File: src/u8u16_pkg.sv
// Shared types and constants for the UTF-8 to UTF-16 transcoder.
// No dependencies; used by every module of the block.
package u8u16_pkg;

   // widths of the stream fields
   localparam int unsigned BYTE_W     = 8;
   localparam int unsigned UNIT_W     = 16;
   localparam int unsigned CP_W       = 21;
   localparam int unsigned MAX_UNITS  = 4;

   // reset value of the replacement unit ('?')
   localparam logic [UNIT_W-1:0] REPLACEMENT_RESET = 16'd63;

   // lead byte ranges
   localparam logic [BYTE_W-1:0] LEAD2_LO = 8'hC2;
   localparam logic [BYTE_W-1:0] LEAD2_HI = 8'hDF;
   localparam logic [BYTE_W-1:0] LEAD3_LO = 8'hE0;
   localparam logic [BYTE_W-1:0] LEAD3_HI = 8'hEF;
   localparam logic [BYTE_W-1:0] LEAD4_LO = 8'hF0;
   localparam logic [BYTE_W-1:0] LEAD4_HI = 8'hF4;

   // lead bytes with a narrowed second-byte range
   localparam logic [BYTE_W-1:0] LEAD_E0 = 8'hE0;
   localparam logic [BYTE_W-1:0] LEAD_ED = 8'hED;
   localparam logic [BYTE_W-1:0] LEAD_F0 = 8'hF0;
   localparam logic [BYTE_W-1:0] LEAD_F4 = 8'hF4;

   // continuation byte bounds
   localparam logic [BYTE_W-1:0] CONT_MASK = 8'hC0;
   localparam logic [BYTE_W-1:0] CONT_LO   = 8'h80;
   localparam logic [BYTE_W-1:0] CONT_HI   = 8'hBF;
   localparam logic [BYTE_W-1:0] E0_LO     = 8'hA0;
   localparam logic [BYTE_W-1:0] ED_HI     = 8'h9F;
   localparam logic [BYTE_W-1:0] F0_LO     = 8'h90;
   localparam logic [BYTE_W-1:0] F4_HI     = 8'h8F;

   // surrogate bases
   localparam logic [UNIT_W-1:0] HIGH_SURR = 16'hD800;
   localparam logic [UNIT_W-1:0] LOW_SURR  = 16'hDC00;

   // up to four code units produced by one byte
   typedef struct packed {
      logic [2:0]                         count;
      logic                               last_flag;
      logic [MAX_UNITS-1:0][UNIT_W-1:0]   units;
   } unit_group_type;

endpackage

File: src/u8u16_decoder.sv
// Sequence state and single-pass decode of one UTF-8 byte into a unit group.
// Depends on u8u16_pkg.
module u8u16_decoder (
   input  logic                              clock,
   input  logic                              reset,
   input  logic                              advance,
   input  logic [u8u16_pkg::BYTE_W-1:0]      data_byte,
   input  logic                              end_of_string,
   input  logic [u8u16_pkg::UNIT_W-1:0]      replacement_unit,
   output u8u16_pkg::unit_group_type         group
);

   logic [u8u16_pkg::BYTE_W-1:0]  lead_ff, lead_in;
   logic [u8u16_pkg::CP_W-1:0]    partial_ff, partial_in;
   logic [1:0]                    held_ff, held_in;
   logic [2:0]                    needed_ff, needed_in;

   logic                          cont_ok;
   logic                          start_path;
   logic                          is_ascii, is_lead2, is_lead3, is_lead4;
   logic [u8u16_pkg::CP_W-1:0]    cp_next;
   logic [2:0]                    held_p1;
   logic [19:0]                   supp;
   logic [1:0]                    flush_cnt, mid_cnt, tail_cnt;
   logic [u8u16_pkg::UNIT_W-1:0]  mid0, mid1;
   logic [2:0]                    total;
   logic [2:0]                    pos;

   // continuation check, narrowed after some lead bytes
   always_comb begin
      cont_ok = (data_byte & u8u16_pkg::CONT_MASK) == u8u16_pkg::CONT_LO;
      if (held_ff == 2'd1) begin
         if (lead_ff == u8u16_pkg::LEAD_E0) begin
            cont_ok = data_byte >= u8u16_pkg::E0_LO && data_byte <= u8u16_pkg::CONT_HI;
         end else if (lead_ff == u8u16_pkg::LEAD_ED) begin
            cont_ok = data_byte >= u8u16_pkg::CONT_LO && data_byte <= u8u16_pkg::ED_HI;
         end else if (lead_ff == u8u16_pkg::LEAD_F0) begin
            cont_ok = data_byte >= u8u16_pkg::F0_LO && data_byte <= u8u16_pkg::CONT_HI;
         end else if (lead_ff == u8u16_pkg::LEAD_F4) begin
            cont_ok = data_byte >= u8u16_pkg::CONT_LO && data_byte <= u8u16_pkg::F4_HI;
         end
      end
   end

   // byte classes at a sequence start
   assign is_ascii = !data_byte[7];
   assign is_lead2 = data_byte >= u8u16_pkg::LEAD2_LO && data_byte <= u8u16_pkg::LEAD2_HI;
   assign is_lead3 = data_byte >= u8u16_pkg::LEAD3_LO && data_byte <= u8u16_pkg::LEAD3_HI;
   assign is_lead4 = data_byte >= u8u16_pkg::LEAD4_LO && data_byte <= u8u16_pkg::LEAD4_HI;

   assign start_path = (held_ff == 2'd0) || !cont_ok;
   assign cp_next    = {partial_ff[u8u16_pkg::CP_W-7:0], data_byte[5:0]};
   assign held_p1    = {1'b0, held_ff} + 3'd1;
   assign supp       = 20'(cp_next - 21'h10000);

   // next state and the units of this byte
   always_comb begin
      lead_in    = lead_ff;
      partial_in = partial_ff;
      held_in    = held_ff;
      needed_in  = needed_ff;
      flush_cnt  = 2'd0;
      mid_cnt    = 2'd0;
      mid0       = replacement_unit;
      mid1       = replacement_unit;
      tail_cnt   = 2'd0;
      if (start_path) begin
         // a broken sequence flushes its held bytes first
         flush_cnt  = held_ff;
         lead_in    = '0;
         partial_in = '0;
         held_in    = 2'd0;
         needed_in  = 3'd0;
         if (is_ascii) begin
            mid_cnt = 2'd1;
            mid0    = {8'h00, data_byte};
         end else if (is_lead2 || is_lead3 || is_lead4) begin
            lead_in = data_byte;
            held_in = 2'd1;
            if (is_lead2) begin
               partial_in = {16'h0, data_byte[4:0]};
               needed_in  = 3'd2;
            end else if (is_lead3) begin
               partial_in = {17'h0, data_byte[3:0]};
               needed_in  = 3'd3;
            end else begin
               partial_in = {18'h0, data_byte[2:0]};
               needed_in  = 3'd4;
            end
         end else begin
            mid_cnt = 2'd1;
         end
      end else if (held_p1 >= needed_ff) begin
         // sequence complete
         lead_in    = '0;
         partial_in = '0;
         held_in    = 2'd0;
         needed_in  = 3'd0;
         if (cp_next[u8u16_pkg::CP_W-1:16] == '0) begin
            mid_cnt = 2'd1;
            mid0    = cp_next[15:0];
         end else begin
            mid_cnt = 2'd2;
            mid0    = u8u16_pkg::HIGH_SURR | {6'h0, supp[19:10]};
            mid1    = u8u16_pkg::LOW_SURR | {6'h0, supp[9:0]};
         end
      end else begin
         partial_in = cp_next;
         held_in    = held_p1[1:0];
      end
      // end of string flushes whatever is still pending
      if (end_of_string) begin
         tail_cnt   = held_in;
         lead_in    = '0;
         partial_in = '0;
         held_in    = 2'd0;
         needed_in  = 3'd0;
      end
   end

   assign total = {1'b0, flush_cnt} + {1'b0, mid_cnt} + {1'b0, tail_cnt};

   // place the units: replacements around the decoded ones
   always_comb begin
      group.count     = total;
      group.last_flag = end_of_string && (total != 3'd0);
      for (int i = 0; i < u8u16_pkg::MAX_UNITS; i++) begin
         pos = 3'(i) - {1'b0, flush_cnt};
         group.units[i] = replacement_unit;
         if ((3'(i) >= {1'b0, flush_cnt}) && (pos < {1'b0, mid_cnt})) begin
            group.units[i] = pos[0] ? mid1 : mid0;
         end
      end
   end

   // sequence state
   always_ff @(posedge clock) begin
      if (reset) begin
         lead_ff    <= '0;
         partial_ff <= '0;
         held_ff    <= 2'd0;
         needed_ff  <= 3'd0;
      end else if (advance) begin
         lead_ff    <= lead_in;
         partial_ff <= partial_in;
         held_ff    <= held_in;
         needed_ff  <= needed_in;
      end
   end

endmodule

File: src/u8u16_unit_buffer.sv
// Result register holding one unit group, drained one code unit per transfer.
// Depends on u8u16_pkg.
module u8u16_unit_buffer (
   input  logic                              clock,
   input  logic                              reset,
   input  logic                              load,
   input  u8u16_pkg::unit_group_type         group,
   output logic                              free,
   output logic                              rsp_tvalid,
   input  logic                              rsp_tready,
   output logic [u8u16_pkg::UNIT_W-1:0]      rsp_tdata,
   output logic                              rsp_tlast
);

   logic [2:0]                                          count_ff, count_in;
   logic                                                last_ff, last_in;
   logic [u8u16_pkg::MAX_UNITS-1:0][u8u16_pkg::UNIT_W-1:0] units_ff, units_in;
   logic                                                take;

   assign rsp_tvalid = count_ff != 3'd0;
   assign take       = rsp_tvalid && rsp_tready;
   assign free       = (count_ff == 3'd0) || (count_ff == 3'd1 && rsp_tready);
   assign rsp_tdata  = units_ff[0];
   assign rsp_tlast  = last_ff && (count_ff == 3'd1);

   // load a new group or shift out the unit just taken
   always_comb begin
      count_in = count_ff;
      last_in  = last_ff;
      units_in = units_ff;
      if (load) begin
         count_in = group.count;
         last_in  = group.last_flag;
         units_in = group.units;
      end else if (take) begin
         count_in = count_ff - 3'd1;
         for (int i = 0; i < u8u16_pkg::MAX_UNITS - 1; i++) begin
            units_in[i] = units_ff[i+1];
         end
      end
   end

   always_ff @(posedge clock) begin
      if (reset) begin
         count_ff <= 3'd0;
      end else begin
         count_ff <= count_in;
      end
   end

   always_ff @(posedge clock) begin
      last_ff  <= last_in;
      units_ff <= units_in;
   end

endmodule

File: src/utf8_to_utf16_transcoder_unit.sv
// Top level of the UTF-8 to UTF-16 transcoder: input register, decoder, result buffer.
// Depends on u8u16_pkg, u8u16_decoder and u8u16_unit_buffer.

// Takes one UTF-8 byte per transfer on req_ (tlast marks the last byte of a
// string) and gives UTF-16 code units on rsp_ (tlast on the last unit of a
// string). Validation is strict; each byte of a malformed sequence becomes the
// replacement unit written on the csr_ port (reset value '?'), and a byte that
// breaks a sequence is decoded again as a new start. A byte is registered, then
// decoded in one pass into a group of up to four units that is loaded into the
// result register, which sends one unit per cycle while rsp_tready is high. A byte
// that yields more than one unit holds the input until its last unit is taken;
// bytes that yield one unit or none flow at one byte per cycle with rsp_tready high.
module utf8_to_utf16_transcoder_unit (
   input  logic                              clock,
   input  logic                              reset,
   // byte stream
   input  logic                              req_tvalid,
   output logic                              req_tready,
   input  logic [7:0]                        req_tdata,   // [7:0] data_byte
   input  logic                              req_tlast,   // end_of_string
   // code unit stream
   output logic                              rsp_tvalid,
   input  logic                              rsp_tready,
   output logic [15:0]                       rsp_tdata,   // [15:0] code_unit
   output logic                              rsp_tlast,   // final_unit
   // replacement unit register
   input  logic                              csr_valid,
   output logic                              csr_ready,
   input  logic [15:0]                       csr_data     // [15:0] replacement_unit
);

   logic                               in_valid_ff, in_valid_in;
   logic [u8u16_pkg::BYTE_W-1:0]       in_byte_ff;
   logic                               in_last_ff;
   logic [u8u16_pkg::UNIT_W-1:0]       repl_ff;
   logic                               buf_free;
   logic                               advance;
   u8u16_pkg::unit_group_type          group;

   // input register moves on when the result register can take its group
   assign advance     = in_valid_ff && buf_free;
   assign req_tready  = !in_valid_ff || advance;
   assign in_valid_in = (req_tvalid && req_tready) || (in_valid_ff && !advance);
   assign csr_ready   = 1'b1;

   always_ff @(posedge clock) begin
      if (reset) begin
         in_valid_ff <= 1'b0;
      end else begin
         in_valid_ff <= in_valid_in;
      end
   end

   always_ff @(posedge clock) begin
      if (req_tvalid && req_tready) begin
         in_byte_ff <= req_tdata;
         in_last_ff <= req_tlast;
      end
   end

   // replacement unit register
   always_ff @(posedge clock) begin
      if (reset) begin
         repl_ff <= u8u16_pkg::REPLACEMENT_RESET;
      end else if (csr_valid && csr_ready) begin
         repl_ff <= csr_data;
      end
   end

   // decode
   u8u16_decoder u_decoder (
      .clock            (clock),
      .reset            (reset),
      .advance          (advance),
      .data_byte        (in_byte_ff),
      .end_of_string    (in_last_ff),
      .replacement_unit (repl_ff),
      .group            (group)
   );

   // result register
   u8u16_unit_buffer u_unit_buffer (
      .clock      (clock),
      .reset      (reset),
      .load       (advance),
      .group      (group),
      .free       (buf_free),
      .rsp_tvalid (rsp_tvalid),
      .rsp_tready (rsp_tready),
      .rsp_tdata  (rsp_tdata),
      .rsp_tlast  (rsp_tlast)
   );

endmodule

File: config.mk
export PLATFORM = sky130hd
export DESIGN_NAME = utf8_to_utf16_transcoder_unit
export DESIGN_NICKNAME = d
export VERILOG_FILES = /design/src/u8u16_pkg.sv /design/src/u8u16_decoder.sv /design/src/u8u16_unit_buffer.sv /design/src/utf8_to_utf16_transcoder_unit.sv
export SDC_FILE = /design/constraint.sdc
export NUM_CORES = 1
export LEC_CHECK = 0
export BUFFER_PORTS_ARGS = -buffer_cell sky130_fd_sc_hd__buf_4
export CORE_MARGIN = 1.5
export CORE_UTILIZATION = 55
export CTS_CLUSTER_DIAMETER = 80
export DETAILED_ROUTE_END_ITERATION = 8
export GPL_ROUTABILITY_DRIVEN = 0
export PLACE_DENSITY = 0.74
export REMOVE_ABC_BUFFERS = 1
export SYNTH_ARGS = -nofsm -noshare
export SYNTH_HDL_FRONTEND = slang
export SYNTH_SLANG_ARGS = --single-unit
File: constraint.sdc
create_clock -name clock -period 4.1 [get_ports clock]
set_clock_uncertainty 0.05 [all_clocks]
set_input_delay 0.41 -clock clock [delete_from_list [all_inputs] [get_ports clock]]
set_output_delay 0.41 -clock clock [all_outputs]
set_load 0.02 [all_outputs]
==> key figures <==
Floorplan
  – Die H: 112 um
  – Initial Util: 56.8%
  – Chip width: 112 um
  – # rows: 39
  – Top Ports: 50
  – Die area: 12500 um^2
  – Core Area: 11500 um^2

Worst setup path
  – Worst Reg-to-Reg Cells: 12
  – Worst stage delay on the critical path: 550 ps
  – RR Endpoint: u_unit_buffer.units_ff[50]
  – CP Capture Type: flip-flop
  – Data required, critical path: 4210 ps
  – Setup CP Type: reg2reg
  – Max FO, Critical Path: 15
  – Slowest cell on crit path: dfxtp_1
  – CP cell instances: inv_1 > ha_1 > nor3_1 > o31ai_4 > buf_4 > nor3_4 > inv_2 > buf_4 > ha_1 > a21o_1 > a21oi_4 > mux2_2
  – Crit path launch type: flip-flop
  – CP delay by family, top: simple AND/OR/NAND/NOR gates
  – Crit path DAT: 3820 ps
  – R2r setup slk: 390 ps
  – Crit path buf inv count: 4
  – Reg2reg start: u_decoder.held_ff[0]

Routing
  – Routed length per instance: 19.1 um
  – Via count: 5135
  – Detailed Route Iter0 Violations: 440
  – DR pass1 iterations: 5
  – DR vias/cell: 6.14
  – Routed WL: 16.0 mm
  – Drt drc: 0
  – Post-route ant nets: 0

Clock tree
  – Hold_buf cts: 0
  – Clk pin slew, worst setup/hold paths: 50 ps
  – Post-CTS setup buffer count: 0
  – H-tree lvl count: 4
  – Post_cts resized: 0
  – CTS max path bufs: 2
  – CTS tree: built
  – Insertion delay to the later sink of the worst-skew pair: 410 ps
  – Num CTS Buffers: 17
  – # clock sinks: 122
  – Root buffer cell: clkbuf_16

Pwr
  – Clock power frac: 33.5%
  – Seq pwr share: 42.1%
  – Leakage: 3.03 nW
  – Comb power frac: 24.3%
  – Peak VDD IR: 0.519 mV
  – Pint: 0.00297 W
  – Pwr Density: 563 nW/um^2
  – Switching share of total power: 29.8%
  – Total net switching power: 0.00126 W

Final layout
  – Area of the multi-input gates: 2960 um^2
  – Number of fill cells in the layout: 961
  – Layout Nets: 728
  – Register Area: 3180 um^2
  – Share of cells above drive strength 1: 18.9%
  – Antenna cells: 0
  – Final core utilization: 65.5%
  – Area grow syn2layout: 15.2%
  – Design area: 7510 um^2

STA
  – Final Hold Viols: 0
  – Tcrit/Tclk final: 90.6%
  – Rel. slew slack: 26.1%
  – Final setup viols: 0
  – Fin crit period: 3710 ps
  – RSZ-0062 raised after global routing: false
  – Final Max Tran Viols: 0
  – Max frequency: 269 MHz
  – Actual slew at the worst max-slew pin: 1110 ps

Outcome
  – Status: finished clean

Hold path
  – Hold path cells: 1
  – Hold path endpoint: in_byte_ff[6]
  – Worst min path class: in2reg
  – HP Start: req_tdata[6]

Placed design
  – HPWL Detailed: 10.7 mm
  – Placed cell area: 6900 um^2
  – Port bufs: 48

Yosys
  – Syn avg cell area: 10.1 um^2
  – Ys flop type: edfxtp_1
  – Library cells used by synthesis: 73
  – FF+latch count, synth: 122
  – Sequential cell area fraction in the yosys report: 48.8%
  – YS warnings: 0
  – Mapped Area: 6520 um^2
  – Cells after synthesis: 645
  – EDFF count, synth: 74
  – Ys async rst share: 0%

Global route
  – Met1 usage: 34.4%
  – Vias in the first global route: 4979
  – Total global-route track usage: 26.3%
  – Maximum number of pins on one net before global-route repair: 48
  – Antenna violations before repair: 0
  – GR Util met2: 41.5%
  – First-pass GRT wire length: 25.6 mm
  – Gr busiest metal: met2
  – Met3 Usage GRT: 6.15%
  – Gr ovfl total: 0

Job
  – Max-cap viol count: 0
## power by group through the flow
stage / registers, W / logic (W) / clock network, W
2_1_floorplan: 0.00187 / 0.000567 / 0
3_3_place_gp: 0.00179 / 0.000989 / 0
3_5_place_dp: 0.00180 / 0.00102 / 0
4_1_cts: 0.00178 / 0.00103 / 0.00144
5_1_grt: 0.00181 / 0.00113 / 0.00149
6_report: 0.00178 / 0.00103 / 0.00142
## routing by layer
| metal | vias up | wire, um |
|---|---|---|
| li1 | 2415 | - |
| met1 | 2455 | 6730 |
| met2 | 232 | 7600 |
| met3 | 33 | 1180 |
| met4 | 0 | 489 |
| met5 | - | 0 |
## synthesized netlist by cell type, types with 4 or more instances
cell / count / area share [%]
nor2_1: 85 / 4.9
nand2_1: 84 / 4.8
edfxtp_1: 74 / 34
dfxtp_1: 48 / 15
mux2i_1: 45 / 6.9
a21oi_1: 34 / 2.6
clkbuf_1: 23 / 1.3
o21ai_0: 22 / 1.7
a22oi_1: 21 / 2.4
inv_1: 19 / 1.1
buf_4: 17 / 2.0
ha_1: 17 / 3.3
a21o_1: 11 / 1.3
o221ai_1: 10 / 1.3
and2_1: 9 / 0.86
nand3_1: 8 / 0.61
o221a_2: 7 / 1.2
a31oi_1: 6 / 0.58
nor3_1: 6 / 0.46
and3_1: 5 / 0.48
buf_6: 5 / 0.86
mux2_2: 5 / 0.86
xnor2_1: 5 / 0.67
a221o_1: 4 / 0.61
a32oi_1: 4 / 0.54
buf_2: 4 / 0.31
## metrics by stage
stage	instances	power, W	TNS [ps]	hold slack, ps	worst slack (ps)
detailed placement	802	0.00282	0	417	203
finish	837	0.00423	0	121	385
CTS	834	0.00424	0	109	168
floorplan	594	0.00244	-7500	376	-471
global route	837	0.00442	0	107	217
global placement	802	0.00278	0	389	426
## layout by cell type (no fill, tap or decap), types with 3 or more instances in the layout
cell	instances
nor2_1	85
nand2_1	83
edfxtp_1	74
buf_4	66
dfxtp_1	48
mux2i_1	45
a21oi_1	34
o21ai_0	22
a22oi_1	21
inv_1	19
ha_1	17
clkbuf_16	17
a21o_1	11
o221ai_1	10
and2_1	9
nand3_1	8
o221a_2	7
nor3_1	6
a31oi_1	6
mux2_2	5
and3_1	5
xnor2_1	5
clkbuf_8	5
a32oi_1	4
a221o_1	4
inv_2	3
o31ai_1	3
a22o_1	3
or3_1	3
o311ai_0	3
a221oi_1	3
clkinv_2	3
clkbuf_1	3
## worst max-delay path by stage
| stage | slack (ps) | end | cells past startpoint | from |
|---|---|---|---|---|
| floorplan | -470 | u_decoder.needed_ff[2] | 9 | u_unit_buffer.count_ff[0] |
| global placement | 430 | u_unit_buffer.units_ff[41] | 13 | u_decoder.held_ff[0] |
| detailed placement | 200 | u_unit_buffer.units_ff[47] | 13 | u_decoder.held_ff[0] |
| CTS | 170 | u_unit_buffer.units_ff[47] | 13 | u_decoder.held_ff[0] |
| global route | 220 | u_unit_buffer.units_ff[50] | 12 | u_decoder.held_ff[0] |
| finish | 390 | u_unit_buffer.units_ff[50] | 12 | u_decoder.held_ff[0] |
## state kept, by name, summed over array words and instances (netlist names)
name / cells
in_valid_ff: 1
u_unit_buffer.rsp_tdata: 16
u_decoder.held_ff: 2
u_decoder.partial_ff: 15
u_decoder.lead_ff: 8
in_byte_ff: 8
u_decoder.needed_ff: 3
repl_ff: 16
u_unit_buffer.last_ff: 1
u_unit_buffer.count_ff: 3
u_unit_buffer.units_ff: 48
in_last_ff: 1
## cell families (layout without fill, tap and decap cells)
| logic type | after synthesis | count (layout) | synth area share (%) |
|---|---|---|---|
| compound gates | 156 | 156 | 18.1 |
| xor+xnor | 5 | 5 | 0.672 |
| fa+ha+maj | 17 | 17 | 3.26 |
| buf+inv | 73 | 122 | 5.83 |
| flops | 122 | 122 | 48.8 |
| mux | 51 | 51 | 7.95 |
| other cells | 1 | 1 | 0.0575 |
| simple gates | 220 | 220 | 15.3 |
## cell type report
type                    instances  area share, %
clock buffers                  25           6.73
clock inverters                 7          0.850
inverters                      22           1.10
multi-input cells             450           39.4
flip-flops and latches        122           42.4
well taps                     143           2.38
repair buffers                 68           7.13
(Power assumes the default switching activity.)
